### config.mk
export PLATFORM = sky130hd
export DESIGN_NAME = circular_fifo_queue_unit_flat
export DESIGN_NICKNAME = d
export VERILOG_FILES = /design/src/hdl/cfq_pkg.sv /design/src/hdl/cfq_in_if.sv /design/src/hdl/cfq_out_if.sv /design/src/hdl/cfq_cfg_if.sv /design/src/hdl/cfq_ram.sv /design/src/hdl/cfq_ctrl.sv /design/src/hdl/circular_fifo_queue_unit.sv /design/src/flat_wrapper.sv
export SDC_FILE = /design/constraint.sdc
export NUM_CORES = 1
export LEC_CHECK = 0
export BUFFER_PORTS_ARGS = -buffer_cell sky130_fd_sc_hd__buf_2
export CORE_UTILIZATION = 51
export DETAILED_ROUTE_END_ITERATION = 8
export GPL_ROUTABILITY_DRIVEN = 0
export GPL_TIMING_DRIVEN = 0
export PLACE_DENSITY = 0.68
export REMOVE_ABC_BUFFERS = 1
export SLEW_MARGIN = 20
export SYNTH_ARGS = -nofsm -noshare
export SYNTH_HDL_FRONTEND = slang
export SYNTH_SLANG_ARGS = --single-unit
### constraint.sdc
create_clock -name i_clk -period 7.1 [get_ports i_clk]
set_input_delay 0.71 -clock i_clk [delete_from_list [all_inputs] [get_ports i_clk]]
set_output_delay 0.71 -clock i_clk [all_outputs]
set_load 0.005 [all_outputs]
### src/hdl/cfq_pkg.sv
// Shared types and constants for the circular FIFO queue unit.
// No dependencies; every other file refers to this package by scoped names.
`default_nettype none
package cfq_pkg;

    localparam int DEPTH_DEF      = 16;
    localparam int DATA_WIDTH_DEF = 32;

    localparam int CMD_W  = 2;
    localparam int WORD_W = 32;
    localparam int CNT_W  = 5;
    localparam int ST_W   = 2;

    localparam logic [CNT_W-1:0] CAP_RESET = 5'd10;

    localparam logic [CMD_W-1:0] CMD_ENQ        = 2'd0;
    localparam logic [CMD_W-1:0] CMD_DEQ        = 2'd1;
    localparam logic [CMD_W-1:0] CMD_PEEK_FRONT = 2'd2;
    localparam logic [CMD_W-1:0] CMD_PEEK_REAR  = 2'd3;

    localparam logic [ST_W-1:0] ST_OK    = 2'd0;
    localparam logic [ST_W-1:0] ST_FULL  = 2'd1;
    localparam logic [ST_W-1:0] ST_EMPTY = 2'd2;

    // Outcome of one command, passed from the pointer logic to the datapath.
    typedef struct packed {
        logic             wr_en;
        logic             rd_en;
        logic [ST_W-1:0]  status;
        logic [CNT_W-1:0] count;
        logic             is_empty;
        logic             is_full;
    } t_ctrl;

endpackage
`default_nettype wire

### src/hdl/cfq_in_if.sv
// Command channel of the circular FIFO queue unit: valid, ready and one command beat.
// Depends on cfq_pkg for field widths.
`default_nettype none
interface cfq_in_if;
    logic                             valid;
    logic                             ready;
    logic [cfq_pkg::CMD_W-1:0]        command;
    logic signed [cfq_pkg::WORD_W-1:0] push_data;

    modport source (output valid, output command, output push_data, input ready);
    modport sink   (input valid, input command, input push_data, output ready);
endinterface
`default_nettype wire

### src/hdl/cfq_out_if.sv
// Result channel of the circular FIFO queue unit: valid, ready and one result beat.
// Depends on cfq_pkg for field widths.
`default_nettype none
interface cfq_out_if;
    logic                              valid;
    logic                              ready;
    logic signed [cfq_pkg::WORD_W-1:0] read_data;
    logic [cfq_pkg::ST_W-1:0]          status;
    logic [cfq_pkg::CNT_W-1:0]         occupancy;
    logic                              is_empty;
    logic                              is_full;

    modport source (output valid, output read_data, output status, output occupancy,
                    output is_empty, output is_full, input ready);
    modport sink   (input valid, input read_data, input status, input occupancy,
                    input is_empty, input is_full, output ready);
endinterface
`default_nettype wire

### src/hdl/cfq_cfg_if.sv
// Configuration write channel of the circular FIFO queue unit (capacity register).
// Depends on cfq_pkg for the register width.
`default_nettype none
interface cfq_cfg_if;
    logic                      valid;
    logic                      ready;
    logic [cfq_pkg::CNT_W-1:0] queue_capacity;

    modport source (output valid, output queue_capacity, input ready);
    modport sink   (input valid, input queue_capacity, output ready);
endinterface
`default_nettype wire

### src/hdl/cfq_ram.sv
// Storage of the circular FIFO queue: one write port, one registered read port.
// Depends on cfq_pkg only for the default parameter values.
`default_nettype none
module cfq_ram #(
    parameter int DEPTH      = cfq_pkg::DEPTH_DEF,
    parameter int DATA_WIDTH = cfq_pkg::DATA_WIDTH_DEF
) (
    input  wire logic                     i_clk,
    input  wire logic                     i_wr_en,
    input  wire logic [$clog2(DEPTH)-1:0] i_wr_addr,
    input  wire logic [DATA_WIDTH-1:0]    i_wr_data,
    input  wire logic                     i_rd_en,
    input  wire logic [$clog2(DEPTH)-1:0] i_rd_addr,
    output logic      [DATA_WIDTH-1:0]    o_rd_data
);

    logic [DATA_WIDTH-1:0] r_mem [DEPTH];
    logic [DATA_WIDTH-1:0] r_rd_data;

    always_ff @(posedge i_clk) begin
        if (i_wr_en) begin
            r_mem[i_wr_addr] <= i_wr_data;
        end
    end

    // The read data holds while no read is issued, so a stalled beat keeps its word.
    always_ff @(posedge i_clk) begin
        if (i_rd_en) begin
            r_rd_data <= r_mem[i_rd_addr];
        end
    end

    assign o_rd_data = r_rd_data;

endmodule
`default_nettype wire

### src/hdl/cfq_ctrl.sv
// Head, tail, count and capacity registers of the circular FIFO queue.
// Decides each command's outcome and storage address; depends on cfq_pkg.
`default_nettype none
module cfq_ctrl #(
    parameter int DEPTH = cfq_pkg::DEPTH_DEF
) (
    input  wire logic                        i_clk,
    input  wire logic                        i_rst_n,
    input  wire logic                        i_cfg_we,
    input  wire logic [cfq_pkg::CNT_W-1:0]   i_cfg_data,
    input  wire logic                        i_accept,
    input  wire logic [cfq_pkg::CMD_W-1:0]   i_command,
    output logic      [$clog2(DEPTH)-1:0]    o_addr,
    output cfq_pkg::t_ctrl                   o_ctrl
);

    localparam int PW = $clog2(DEPTH);

    logic [cfq_pkg::CNT_W-1:0] r_cap;
    logic [PW-1:0]             r_head, n_head;
    logic [PW-1:0]             r_tail, n_tail;
    logic [cfq_pkg::CNT_W-1:0] r_count, n_count;
    logic [cfq_pkg::CNT_W-1:0] w_eff_cap;
    logic [PW-1:0]             w_head_inc, w_tail_inc, w_last;
    logic                      w_full_now, w_empty_now;

    // A capacity of zero acts as one, and one above the depth acts as the depth.
    always_comb begin
        if (r_cap == '0) begin
            w_eff_cap = cfq_pkg::CNT_W'(1);
        end else if (32'(r_cap) > DEPTH) begin
            w_eff_cap = cfq_pkg::CNT_W'(DEPTH);
        end else begin
            w_eff_cap = r_cap;
        end
    end

    always_comb begin
        w_head_inc = (32'(r_head) + 1 >= 32'(w_eff_cap)) ? '0 : PW'(32'(r_head) + 1);
        w_tail_inc = (32'(r_tail) + 1 >= 32'(w_eff_cap)) ? '0 : PW'(32'(r_tail) + 1);
        w_last     = (r_tail == '0) ? PW'(32'(w_eff_cap) - 1) : PW'(32'(r_tail) - 1);
    end

    assign w_full_now  = (r_count >= w_eff_cap);
    assign w_empty_now = (r_count == '0);

    always_comb begin
        n_head          = r_head;
        n_tail          = r_tail;
        n_count         = r_count;
        o_addr          = r_head;
        o_ctrl.wr_en    = 1'b0;
        o_ctrl.rd_en    = 1'b0;
        o_ctrl.status   = cfq_pkg::ST_OK;
        case (i_command)
            cfq_pkg::CMD_ENQ: begin
                o_addr = r_tail;
                if (w_full_now) begin
                    o_ctrl.status = cfq_pkg::ST_FULL;
                end else begin
                    o_ctrl.wr_en = i_accept;
                    n_tail       = w_tail_inc;
                    n_count      = r_count + 1'b1;
                end
            end
            cfq_pkg::CMD_DEQ: begin
                if (w_empty_now) begin
                    o_ctrl.status = cfq_pkg::ST_EMPTY;
                end else begin
                    o_ctrl.rd_en = i_accept;
                    n_head       = w_head_inc;
                    n_count      = r_count - 1'b1;
                end
            end
            cfq_pkg::CMD_PEEK_FRONT: begin
                if (w_empty_now) begin
                    o_ctrl.status = cfq_pkg::ST_EMPTY;
                end else begin
                    o_ctrl.rd_en = i_accept;
                end
            end
            default: begin
                o_addr = w_last;
                if (w_empty_now) begin
                    o_ctrl.status = cfq_pkg::ST_EMPTY;
                end else begin
                    o_ctrl.rd_en = i_accept;
                end
            end
        endcase
        o_ctrl.count    = n_count;
        o_ctrl.is_empty = (n_count == '0);
        o_ctrl.is_full  = (n_count == w_eff_cap);
    end

    always_ff @(posedge i_clk) begin
        if (!i_rst_n) begin
            r_cap   <= cfq_pkg::CAP_RESET;
            r_head  <= '0;
            r_tail  <= '0;
            r_count <= '0;
        end else if (i_cfg_we) begin
            // A capacity write empties the queue.
            r_cap   <= i_cfg_data;
            r_head  <= '0;
            r_tail  <= '0;
            r_count <= '0;
        end else if (i_accept) begin
            r_head  <= n_head;
            r_tail  <= n_tail;
            r_count <= n_count;
        end
    end

endmodule
`default_nettype wire

### src/hdl/circular_fifo_queue_unit.sv
// Top level of the circular FIFO queue unit: pointer logic, storage and result register.
// Depends on cfq_pkg, cfq_in_if, cfq_out_if, cfq_cfg_if, cfq_ctrl and cfq_ram.
//
//   channel   modport   beat carries
//   i_in      sink      command, push_data
//   o_out     source    read_data, status, occupancy, is_empty, is_full
//   i_cfg     sink      queue_capacity (always ready)
//
// One command is taken per cycle while a stalled result does not hold i_in.ready low; the
// storage read and the outcome are registered at the accepting edge, and the result
// register loads from them when the read stage advances.
// Synchronous active-low reset empties the queue and loads capacity 10; storage is
// not cleared. A stalled result holds the result register, then the read stage,
// and only then is i_in.ready dropped.
`default_nettype none
module circular_fifo_queue_unit #(
    parameter int DEPTH      = cfq_pkg::DEPTH_DEF,
    parameter int DATA_WIDTH = cfq_pkg::DATA_WIDTH_DEF
) (
    input  wire logic  i_clk,
    input  wire logic  i_rst_n,
    cfq_in_if.sink     i_in,
    cfq_out_if.source  o_out,
    cfq_cfg_if.sink    i_cfg
);

    localparam int PW = $clog2(DEPTH);

    logic                  w_in_acc, w_adv, w_cfg_we;
    logic [PW-1:0]         w_addr;
    cfq_pkg::t_ctrl        w_ctrl;
    logic [63:0]           w_push_ext, w_rd_ext;
    logic [DATA_WIDTH-1:0] w_rd_data;

    logic                        r_s1_valid;
    cfq_pkg::t_ctrl              r_s1_ctrl;
    logic                        r_out_valid;
    logic [cfq_pkg::WORD_W-1:0]  r_out_data;
    logic [cfq_pkg::ST_W-1:0]    r_out_status;
    logic [cfq_pkg::CNT_W-1:0]   r_out_count;
    logic                        r_out_empty, r_out_full;

    assign w_adv       = r_s1_valid && (!r_out_valid || o_out.ready);
    assign i_in.ready  = !r_s1_valid || w_adv;
    assign w_in_acc    = i_in.valid && i_in.ready;
    assign i_cfg.ready = 1'b1;
    assign w_cfg_we    = i_cfg.valid;

    cfq_ctrl #(
        .DEPTH (DEPTH)
    ) u_ctrl (
        .i_clk      (i_clk),
        .i_rst_n    (i_rst_n),
        .i_cfg_we   (w_cfg_we),
        .i_cfg_data (i_cfg.queue_capacity),
        .i_accept   (w_in_acc),
        .i_command  (i_in.command),
        .o_addr     (w_addr),
        .o_ctrl     (w_ctrl)
    );

    // Words are stored at DATA_WIDTH bits; the result takes the low 32 bits back.
    assign w_push_ext = {{32{i_in.push_data[cfq_pkg::WORD_W-1]}}, i_in.push_data};

    cfq_ram #(
        .DEPTH      (DEPTH),
        .DATA_WIDTH (DATA_WIDTH)
    ) u_ram (
        .i_clk     (i_clk),
        .i_wr_en   (w_ctrl.wr_en),
        .i_wr_addr (w_addr),
        .i_wr_data (w_push_ext[DATA_WIDTH-1:0]),
        .i_rd_en   (w_ctrl.rd_en),
        .i_rd_addr (w_addr),
        .o_rd_data (w_rd_data)
    );

    assign w_rd_ext = 64'(w_rd_data);

    always_ff @(posedge i_clk) begin
        if (!i_rst_n) begin
            r_s1_valid <= 1'b0;
        end else if (w_in_acc) begin
            r_s1_valid <= 1'b1;
        end else if (w_adv) begin
            r_s1_valid <= 1'b0;
        end
    end

    always_ff @(posedge i_clk) begin
        if (w_in_acc) begin
            r_s1_ctrl <= w_ctrl;
        end
    end

    always_ff @(posedge i_clk) begin
        if (!i_rst_n) begin
            r_out_valid <= 1'b0;
        end else if (w_adv) begin
            r_out_valid <= 1'b1;
        end else if (o_out.ready) begin
            r_out_valid <= 1'b0;
        end
    end

    always_ff @(posedge i_clk) begin
        if (w_adv) begin
            r_out_data   <= r_s1_ctrl.rd_en ? w_rd_ext[cfq_pkg::WORD_W-1:0] : '0;
            r_out_status <= r_s1_ctrl.status;
            r_out_count  <= r_s1_ctrl.count;
            r_out_empty  <= r_s1_ctrl.is_empty;
            r_out_full   <= r_s1_ctrl.is_full;
        end
    end

    assign o_out.valid     = r_out_valid;
    assign o_out.read_data = r_out_data;
    assign o_out.status    = r_out_status;
    assign o_out.occupancy = r_out_count;
    assign o_out.is_empty  = r_out_empty;
    assign o_out.is_full   = r_out_full;

    // Capacity is at least one, so a result never reports empty and full together.
    a_empty_full_excl: assert property (@(posedge i_clk) disable iff (!i_rst_n)
        r_out_valid |-> !(r_out_empty && r_out_full))
        else $error("result reports empty and full at once");

    a_full_status: assert property (@(posedge i_clk) disable iff (!i_rst_n)
        (r_out_valid && r_out_status == cfq_pkg::ST_FULL) |-> r_out_full)
        else $error("full status on a queue that is not full");

    a_empty_status: assert property (@(posedge i_clk) disable iff (!i_rst_n)
        (r_out_valid && r_out_status == cfq_pkg::ST_EMPTY)
            |-> (r_out_empty && r_out_data == '0))
        else $error("empty status with data or on a queue that is not empty");

    a_stall_holds_stage: assert property (@(posedge i_clk) disable iff (!i_rst_n)
        (r_s1_valid && !w_adv) |=> (r_s1_valid && $stable(r_s1_ctrl)))
        else $error("read stage lost its beat while stalled");

endmodule
`default_nettype wire

### src/flat_wrapper.sv
// flat-port wrapper written by rule: the top's interface ports become plain ports
module circular_fifo_queue_unit_flat 
#(
    parameter int DEPTH      = cfq_pkg::DEPTH_DEF,
    parameter int DATA_WIDTH = cfq_pkg::DATA_WIDTH_DEF
)
  (i_clk, i_rst_n, i_in_valid, i_in_command, i_in_push_data, i_in_ready, o_out_valid, o_out_read_data, o_out_status, o_out_occupancy, o_out_is_empty, o_out_is_full, o_out_ready, i_cfg_valid, i_cfg_queue_capacity, i_cfg_ready);
  cfq_in_if i_in_i ();
  cfq_out_if o_out_i ();
  cfq_cfg_if i_cfg_i ();
  input  wire logic i_clk;
  input  wire logic i_rst_n;
  input wire logic [$bits(i_in_i.valid)-1:0] i_in_valid;
  input wire logic [$bits(i_in_i.command)-1:0] i_in_command;
  input wire logic [$bits(i_in_i.push_data)-1:0] i_in_push_data;
  output wire logic [$bits(i_in_i.ready)-1:0] i_in_ready;
  output wire logic [$bits(o_out_i.valid)-1:0] o_out_valid;
  output wire logic [$bits(o_out_i.read_data)-1:0] o_out_read_data;
  output wire logic [$bits(o_out_i.status)-1:0] o_out_status;
  output wire logic [$bits(o_out_i.occupancy)-1:0] o_out_occupancy;
  output wire logic [$bits(o_out_i.is_empty)-1:0] o_out_is_empty;
  output wire logic [$bits(o_out_i.is_full)-1:0] o_out_is_full;
  input wire logic [$bits(o_out_i.ready)-1:0] o_out_ready;
  input wire logic [$bits(i_cfg_i.valid)-1:0] i_cfg_valid;
  input wire logic [$bits(i_cfg_i.queue_capacity)-1:0] i_cfg_queue_capacity;
  output wire logic [$bits(i_cfg_i.ready)-1:0] i_cfg_ready;
  assign i_in_i.valid = i_in_valid;
  assign i_in_i.command = i_in_command;
  assign i_in_i.push_data = i_in_push_data;
  assign i_in_ready = i_in_i.ready;
  assign o_out_valid = o_out_i.valid;
  assign o_out_read_data = o_out_i.read_data;
  assign o_out_status = o_out_i.status;
  assign o_out_occupancy = o_out_i.occupancy;
  assign o_out_is_empty = o_out_i.is_empty;
  assign o_out_is_full = o_out_i.is_full;
  assign o_out_i.ready = o_out_ready;
  assign i_cfg_i.valid = i_cfg_valid;
  assign i_cfg_i.queue_capacity = i_cfg_queue_capacity;
  assign i_cfg_ready = i_cfg_i.ready;
  circular_fifo_queue_unit #(.DEPTH(DEPTH), .DATA_WIDTH(DATA_WIDTH)) u_core (.i_clk(i_clk), .i_rst_n(i_rst_n), .i_in(i_in_i), .o_out(o_out_i), .i_cfg(i_cfg_i));
endmodule
# Word-level counts from Yosys, hierarchy flattened
# Memory sizes are Yosys's and may differ from the RTL's. A register that Yosys moved wholly into a read port is not among the register bits.
# Cells that the tools add are included.
[word_totals]
n_memories = 1
regBits = 71
in_bits = 44
wordCells = 72
ramBits = 512
[memory_table]
columns = ["memory", "depth", "word_bits", "read_ports", "rd_clocked_by_memory_dff", "write_ports", "line_no", "rtl"]
rows = [
  ["u_core.u_ram.r_mem", 16, 32, 1, 1, 1, "cfq_ram.sv:17", "logic [DATA_WIDTH-1:0] r_mem [DEPTH];"],
]
[op_classes]
order_cmp = 4
n_bitwise = 3
add_sub_neg = 6
reduce_logical = 17
eq_ne = 3
n_mux = 22
[op_table]
columns = ["cell", "n"]
rows = [
  ["5-bit two-way mux", 4],
  ["5-bit >= comparator", 3],
  ["5-bit zero test", 3],
  ["4-bit two-way mux", 3],
  ["1-bit two-way mux", 11],
  ["4-bit by 1-bit adder with 5-bit output (second input constant)", 2],
  ["5-bit one-hot mux with 2 select lines", 1],
  ["4-bit one-hot mux with 2 select lines", 1],
  ["4-bit by 1-bit subtractor with 4-bit output (second input constant)", 2],
  ["3-bit AND reduction", 2],
  ["5-bit by 1-bit adder with 5-bit output (second input constant)", 1],
  ["5-bit equality test", 1],
  ["5-bit > comparator (second input constant)", 1],
  ["5-bit by 1-bit subtractor with 5-bit output (second input constant)", 1],
  ["4-bit zero test", 1],
  ["2-bit two-way mux", 2],
  ["2-bit nonzero test", 2],
  ["2-bit OR reduction", 2],
  ["1-bit inverter", 3],
  ["2-bit by 1-bit equality test with 1-bit output (second input constant)", 1],
  ["2-bit equality test (second input constant)", 1],
  ["1-bit logical AND", 2],
  ["1-bit zero test", 2],
  ["2-bit zero test", 1],
  ["1-bit logical OR", 2],
]

# Depth between registers and ports, before layout
# Gate-level depths: netlist (run 1).
[depth]
depth_word = 9
ltp_mapped = 16

# Modules after synthesis
# Synthesis (run 1) repeated with hierarchy kept, for this count alone.
[unflattened]
cells_unflattened = 1172
hier_area_um2 = 23991.8
[modules_own_cells]
columns = ["mod", "seq_area_each_um2", "cells_per_inst", "n_inst", "area_per_inst_um2"]
rows = [
  ["cfq_ram", 16335.7, 838, 1, 20155.6],
  ["cfq_ctrl", 360.3, 237, 1, 1934.4],
  ["circular_fifo_queue_unit", 1571.5, 97, 1, 1901.8],
]

# Worst setup path after synthesis (run 1)
# No wires, ideal clock.
[synth_timing]
path_type = "register -> register"
startpoint = "register u_core.u_ctrl.r_tail[0]"
endpoint = "memory u_core.u_ram.r_mem[13][0] in the netlist's numbering, enable pin"
arrival_ns = 4.518
t_required_ns = 6.639
slack_ns = 2.121
path_stages_with_launch = 13
period_less_slack_ns = 4.979
cell_sequence = "dfxtp_1 > inv_1 > ha_1 > nor3b_2 > mux2_2 > ha_1 > nand2b_1 > mux2i_1 > a211oi_1 > buf_2 > buf_4 > clkbuf_1 > nor3_1"
[synth_via]
elab_chain_cells = 3
[synth_rtl]
columns = ["item", "line_no", "rtl"]
rows = [
  ["start, declared", "cfq_ctrl.sv:21", "logic [PW-1:0] r_tail, n_tail;"],
  ["start signal, assigned", "cfq_ctrl.sv:110", "r_tail <= n_tail;"],
  ["4-bit by 1-bit subtractor with 4-bit output or 4-bit zero test (tied branches)", "cfq_ctrl.sv:41", "w_last = (r_tail == '0) ? PW'(32'(w_eff_cap) - 1) : PW'(32'(r_tail) - 1);"],
  ["4-bit two-way mux", "cfq_ctrl.sv:41", ""],
  ["4-bit one-hot mux with 2 select lines (*)", "cfq_ctrl.sv:55", "case (i_command)"],
  ["end, declared", "cfq_ram.sv:17", ""],
]
# Mark *: on every way between the ends. The rest lies on a longest branch, timed or not.

# Final worst setup path (run 1)
[layout_timing]
startpoint = "register u_core.u_ctrl.r_tail[0]"
endpoint = "register u_core.u_ram.r_rd_data[10] (netlist: u_core.u_ram.o_rd_data[10]), read port of u_core.u_ram.r_mem, data pin"
[layout_via]
elab_chain_cells = 3
[layout_rtl]
columns = ["item", "line_no", "rtl"]
rows = [
  ["4-bit by 1-bit subtractor with 4-bit output or 4-bit zero test (tied branches)", "cfq_ctrl.sv:41", ""],
  ["4-bit two-way mux", "cfq_ctrl.sv:41", ""],
  ["4-bit one-hot mux with 2 select lines (*)", "cfq_ctrl.sv:55", ""],
  ["end, declared", "cfq_ram.sv:18", "logic [DATA_WIDTH-1:0] r_rd_data;"],
]
# Marked as above.
# A chain may end at the register's enable or synchronous reset.

==> results of run 1 <==
## Yosys cell counts, drive strengths merged (2+ instances only)
library cell | n | area (um^2)
clkbuf | 78 | 293
inv | 17 | 63.8
a21oi | 15 | 78.8
o21a | 3 | 22.5
a211oi | 4 | 30.0
a221oi | 2 | 17.5
mux2i | 231 | 2310
ha | 24 | 300
and3 | 2 | 12.5
o21ai | 10 | 50.1
or3 | 2 | 12.5
nor3b | 2 | 20.0
nor2b | 7 | 43.8
nand2 | 22 | 82.6
and2 | 32 | 200
edfxtp | 595 | 17900
and4bb | 2 | 25.0
a2bb2oi | 2 | 17.5
dfxtp | 20 | 400
a311o | 2 | 20.0
buf | 33 | 220
xnor2 | 5 | 43.8
a21o | 7 | 52.6
nor2 | 27 | 101
o211ai | 129 | 968
nand3 | 265 | 1330
nor4 | 2 | 18.8
nand2b | 11 | 68.8
nor3 | 24 | 125
xor2 | 3 | 26.3
## per-layer routing
metal	global-route usage (%)	up-vias	wire length [um]
met5	0	-	34
li1	-	6602	-
met1	28.7	7152	22500
met4	6.27	6	1190
met2	38.4	385	27800
met3	2.90	90	2570
## metrics by stage
stage	instances	instance area, um^2
2_1_floorplan	1485	24500
3_3_place_gp	2186	25700
3_5_place_dp	2315	27400
4_1_cts	2428	29400
5_1_grt	2428	29400
6_report	2428	29400
## power groups by stage
stage | logic [mW] | registers (mW) | clock network [mW]
5_1_grt | 0.582 | 4.05 | 3.29
3_3_place_gp | 0.527 | 4.14 | 0
3_5_place_dp | 0.538 | 4.13 | 0
4_1_cts | 0.540 | 4.05 | 3.18
2_1_floorplan | 0.351 | 4.13 | 0
6_report | 0.535 | 4.05 | 3.12
## critical path: cells and delay by family, from the launching register on
family	cells	cell delay (ns)
buf+inv	4	1.00
compound gates	3	1.01
flops	1	0.48
simple gates	2	0.26
mux	4	0.87
fa+ha+maj	2	0.48
## area by class of cell
type / count / area (um^2) / share of cell area (%)
clock inverter: 41 / 365 / 1.24
tap: 615 / 769 / 2.62
multi-input combinational: 853 / 6280 / 21.4
sequential: 615 / 18300 / 62.2
timing repair buffer: 215 / 2050 / 6.98
inverter: 17 / 63.8 / 0.217
clock buffer: 72 / 1570 / 5.34
## state kept, by name (all words and copies together), names as in the netlist
register and count:
u_core.o_out.is_empty 1, u_core.o_out.is_full 1, u_core.o_out.occupancy 5, u_core.o_out.read_data 32, u_core.o_out.status 2, u_core.o_out.valid 1
u_core.r_s1_ctrl 10, u_core.r_s1_valid 1, u_core.u_ctrl.r_cap 5, u_core.u_ctrl.r_count 5, u_core.u_ctrl.r_head 4, u_core.u_ctrl.r_tail 4
u_core.u_ram.o_rd_data 32, u_core.u_ram.r_mem 512
## kinds of logic (layout without fill, tap and decap cells)
kind of cell,after synthesis,count (layout),synth area share [%]
AO/OA/AOI/OAI,185,185,5.46
flip-flops,615,615,73.1
buffers and inverters,128,345,2.31
other,1,1,0.0150
AND/OR/NAND/NOR,403,403,8.31
XOR/XNOR,8,8,0.280
adder cells (fa/ha/maj),24,24,1.20
multiplexers,232,232,9.30
## how the worst max path moves through the flow
stage                                        from                          to  slack (ns)
after global placement            i_in_command[1]   u_core.u_ram.r_mem[12][9]      -44.25
after detailed placement          i_in_command[1]  u_core.u_ram.o_rd_data[10]        2.61
after CTS                 u_core.u_ctrl.r_tail[0]  u_core.u_ram.o_rd_data[10]        2.69
after global routing      u_core.u_ctrl.r_tail[0]  u_core.u_ram.o_rd_data[20]        2.39
final                     u_core.u_ctrl.r_tail[0]  u_core.u_ram.o_rd_data[10]        2.66
after floorplan           u_core.u_ctrl.r_tail[0]    u_core.u_ram.r_mem[0][0]      -17.75
==> results.cfg, run 1 <==
[status]
outcome = completed

[timing]
unrepaired_setup_endpoints_after_global_routing = no
fin_worst_hold_slack_ns = 0.295
tightestPinTransition_ns = 0.944
final-hold-violation-count = 0
tns_ns = 0
relSlewSlack_pct = 36.7
fmax_mhz = 225
final.setup_skew_ns = 0.0154
period_minus_slack_ns = 4.44
finalSetupViolations = 0
finalWorstSetupSlack_ns = 2.66
finalMaxSlewViolations = 0
timing.final.crit_share_pct = 62.6

[clocking]
tritoncts.num_buffers = 61
clk_transition_reported_paths_ns = 0.07
clock_tree.htree_level_count = 2
clock_latency_ns = 0.64
root_buffer = sky130_fd_sc_hd__clkbuf_16
clock_sink_count = 615
setup_repair_bufs_after_cts = 0
post_cts_resize_count = 0
tritoncts_clock_tree = yes
holdBufCountCts = 0
cts_max_path_buffers = 3

[setup_path]
reg2reg_depth = 15
crit_path_end_kind = register
cp_slowest_cell = sky130_fd_sc_hd__dfxtp_1
worstReg2RegStart = u_core.u_ctrl.r_tail[0]
crit_path_cell_trace = inv_1 -> ha_1 -> nor3b_2 -> a21oi_1 -> ha_1 -> nand3b_1 -> mux2i_1 -> a211o_4 -> buf_16 -> buf_16 -> buf_16 -> mux2i_1 -> o211ai_1 -> mux2i_1 -> mux2i_1
r2r-end = u_core.u_ram.o_rd_data[10]
cp.arrival_ns = 4.83
rrSetupSlack_ns = 2.66
worst_setup_path_start_kind = register
cp_data_required_time_ns = 7.49
critical-path-max-stage-delay_ns = 0.48
worstSetupPathType = register to register
cp_common_cell = sky130_fd_sc_hd__mux2i_1
crit_path_max_fanout = 54

[cells_and_area]
area_growth_pct = 17.5
layout.cells.most_common = sky130_fd_sc_hd__edfxtp_1
finish.utilization_pct = 61.1
post_route_cells_drive_above_1_share_pct = 18.1
insertedDiodeCount = 0
most-common-layout-cells = sky130_fd_sc_hd__edfxtp_1 (595), sky130_fd_sc_hd__nand3_1 (265), sky130_fd_sc_hd__mux2i_1 (231)
n_fill_cell = 3530
nNetsFinal = 1831

[grt]
grt-ovfl-total = 0
grt_pass1_wl_um = 82400
grt_use_total_pct = 22.0
grt_antenna_before_repair = 3
grt_max_degree = 58
grt_pass1_vias = 13900

[pwr]
power_switching_share_pct = 22.0
combinationalPowerShare_pct = 6.9
p_int_mw = 6.01
power_frac_seq_pct = 52.6
total_switching_power_mw = 1.69
max-vdd-ir-drop_mv = 0.211
p_per_area_nw_per_um2 = 263
p_leak_nw = 9.68
share_clk_of_total_power_pct = 40.5
finalPower_mw = 7.71

[floorplanning]
floorplan.initialDensity_pct = 52.0
die_area_um2 = 49900
row_count = 80
die_x_um = 223
pin_count = 88
placeableCoreArea_um2 = 48000
die_height_um = 223

[yosys]
synth.ff_latch_count = 615
post_synth_num_cell_types = 56
syn-mean-instance-area_um2 = 15.7
seq_area_frac_synth_pct = 73.1
synthesis.yosys.warnings = 0
async_flop_share_pct = 0
synth_top_flop_cell = sky130_fd_sc_hd__edfxtp_1
synthesis.instances = 1596
synth_edf_count = 595
synth_area_um2 = 25000

[min_path]
min_delay_path_depth = 3
timing.hold.worst.class = input pin to register
hold_path.startpoint = i_cfg_queue_capacity[3]
holdPathEnd = u_core.u_ctrl.r_cap[3]

[drt]
route.final.wire_length_um = 54100
drt_first_iter_violations = 954
remaining_drc_errors = 0
vias = 14200
antenna_violating_nets_post_route = 0
drt_first_pass_iters = 5
drt-wirelength-per-cell_um = 22.3
viasPerCell = 5.86

[placed_design]
count_of_input_and_output_buffers = 86
post_detail_place_hpwl_um = 36900
dpl_worst_slack_ns = 2.61

[run]
max-cap-violations = 0
No activity file was read; power rests on OpenSTA's default activity.
==> run 2, diff against run 1 <==
Settings changed: PLACE_DENSITY 0.68 to 0.7.
Clock period 7.1 ns to 3.85 ns, I/O delays scaled along.
==> run 2 against run 1 <==
  * Via count grew 3.3%
  * Largest cell class unchanged
  * Setup slack lost 2.6 ns
  * Critical path type unchanged
  * Global-route usage grew 1.1 points
==> results.cfg, run 2 (synthesis results as in run 1) <==
[min_path]
hold_path.startpoint = i_cfg_queue_capacity[4]
min_delay_path_depth = 3
timing.hold.worst.class = input pin to register
holdPathEnd = u_core.u_ctrl.r_cap[4]

[clocking]
clock_tree.htree_level_count = 2
clock_sink_count = 615
tritoncts.num_buffers = 60
clk_transition_reported_paths_ns = 0.06
root_buffer = sky130_fd_sc_hd__clkbuf_16
cts_max_path_buffers = 3
clock_latency_ns = 0.63
tritoncts_clock_tree = yes

[drt]
route.final.wire_length_um = 57700
detailroute.wirelength.met3_um = 3310
wire_length_the_detailed_router_placed_on_met1_um = 23300
vias = 14700
drt_first_pass_iters = 6
antenna_violating_nets_post_route = 0
drt-wirelength-per-cell_um = 23.3
drt_first_iter_violations = 1454
detailroute.wirelength.met2_um = 29600
remaining_drc_errors = 0
viasPerCell = 5.94
top_layer_in_use = met5

[setup_path]
reg2reg_depth = 12
cp.arrival_ns = 4.08
worstReg2RegStart = u_core.u_ctrl.r_tail[1]
r2r-end = u_core.u_ram.r_mem[12][1]
worst_setup_path_start_kind = register
crit_path_end_kind = register
worstSetupPathType = register to register
cp_data_required_time_ns = 4.19
rrSetupSlack_ns = 0.11
crit_path_max_fanout = 7

[run]
max-cap-violations = 0

[timing]
fmax_mhz = 267
finalSetupViolations = 0
timing.final.crit_share_pct = 97.3
final-hold-violation-count = 0
final.setup_skew_ns = 0.0152
relSlewSlack_pct = 44.9
finalMaxSlewViolations = 0
period_minus_slack_ns = 3.74
tightestPinTransition_ns = 0.826

[grt]
grt_pass1_wl_um = 85800
grt_antenna_before_repair = 4
grt_pass1_vias = 14500
grt_max_degree = 57
grt_use_total_pct = 23.0
grt-ovfl-total = 0

[cells_and_area]
most-common-layout-cells = sky130_fd_sc_hd__edfxtp_1 (595), sky130_fd_sc_hd__nand3_1 (265), sky130_fd_sc_hd__mux2i_1 (230)
stdcell_count = 2476
area_growth_pct = 20.4
top_register = u_core.u_ram.r_mem
finish.utilization_pct = 62.6
total_area_of_multi_input_combinational_cells_um2 = 6430
largest_reg_flops = 512
sequential_area_um2 = 18300
n_fill_cell = 3349
nNetsFinal = 1878
post_route_cells_drive_above_1_share_pct = 20.5
layout.cells.most_common = sky130_fd_sc_hd__edfxtp_1

[placed_design]
post_detail_place_hpwl_um = 36800
dpl.cell_count = 2315
count_of_input_and_output_buffers = 86

[floorplanning]
die_area_um2 = 49900
pin_count = 88
row_count = 80
floorplan.initialDensity_pct = 52.0
die_x_um = 223
placeableCoreArea_um2 = 48000
die_height_um = 223

[pwr]
p_per_area_nw_per_um2 = 476
p_leak_nw = 10.1
max-vdd-ir-drop_mv = 0.398

[status]
outcome = completed
run 2: worst max-delay path by stage:
stage | slack, ns | to | from
3_3_place_gp | -45.68 | u_core.u_ram.r_mem[0][13] | u_core.u_ctrl.r_tail[0]
6_report | 0.11 | u_core.u_ram.r_mem[12][1] | u_core.u_ctrl.r_tail[1]
3_5_place_dp | -0.60 | u_core.u_ram.r_mem[1][29] | u_core.u_ctrl.r_tail[0]
5_1_grt | -0.003 | u_core.u_ram.r_mem[9][10] | u_core.u_ctrl.r_tail[0]
4_1_cts | -0.03 | u_core.u_ram.r_mem[5][10] | u_core.u_ctrl.r_cap[4]
2_1_floorplan | -21.00 | u_core.u_ram.r_mem[0][0] | u_core.u_ctrl.r_tail[0]
run 2: routing by layer:
| layer | track usage [%] | vias up |
|---|---|---|
| li1 | - | 6706 |
| met1 | 29.5 | 7387 |
| met2 | 40.3 | 489 |
| met3 | 3.91 | 112 |
| met4 | 6.63 | 4 |
| met5 | 0 | - |
run 2: cell type report:
cell class                      instances  area share [%]
Tap cell                              615            2.56
Clock buffer                           69            5.14
Sequential cell                       615            60.7
Antenna cell                            2          0.0166
Inverter                               17           0.212
Clock inverter                         42            1.27
Multi-Input combinational cell        853            21.4
Timing Repair Buffer                  263            8.69
run 2: per-stage QoR:
step	hold slack, ns	cell area (um^2)	power (mW)	worst slack, ns	TNS [ns]
after floorplan	0.400	24500	8.26	-21.00	-8107.75
after global placement	0.403	25700	8.61	-45.68	-
after detailed placement	0.405	27500	8.61	-0.597	-73.17
after CTS	0.0103	29900	14.4	-0.0346	-0.218
after global routing	0.0462	30100	14.7	-0.00256	-0.00324
final	0.0345	30100	14.3	0.106	0
run 2: report_power, final:
part           leakage, nW  switching, mW  internal (mW)  total [mW]
logic                 3.56          0.629          0.461        1.09
clock network        0.937           2.50           3.28        5.77
registers             5.56         0.0319           7.44        7.47
run 2: worst max-delay path, cell delays in order, from the launching register on:
cell,delay [ns]
sky130_fd_sc_hd__dfxtp_2,0.35
sky130_fd_sc_hd__inv_1,0.11
sky130_fd_sc_hd__ha_1,0.20
sky130_fd_sc_hd__nor3b_4,0.25
sky130_fd_sc_hd__mux2_2,0.40
sky130_fd_sc_hd__nand2_1,0.09
sky130_fd_sc_hd__and4bb_1,0.25
sky130_fd_sc_hd__nor3_4,0.30
sky130_fd_sc_hd__nand4_1,0.47
sky130_fd_sc_hd__nor3_4,0.50
sky130_fd_sc_hd__buf_6,0.21
sky130_fd_sc_hd__buf_6,0.16
sky130_fd_sc_hd__buf_6,0.15
run 2: timing repair:
item | in CTS | in global routing
hold buffers | 7 | 0
pin swaps | 10 | 10
endpoints found under the hold margin | 5 | 0
setup buffers | 16 | 21
gates cloned | 6 | 1
gates resized for setup | 17 | 19
setup endpoints to repair | 369 | 307
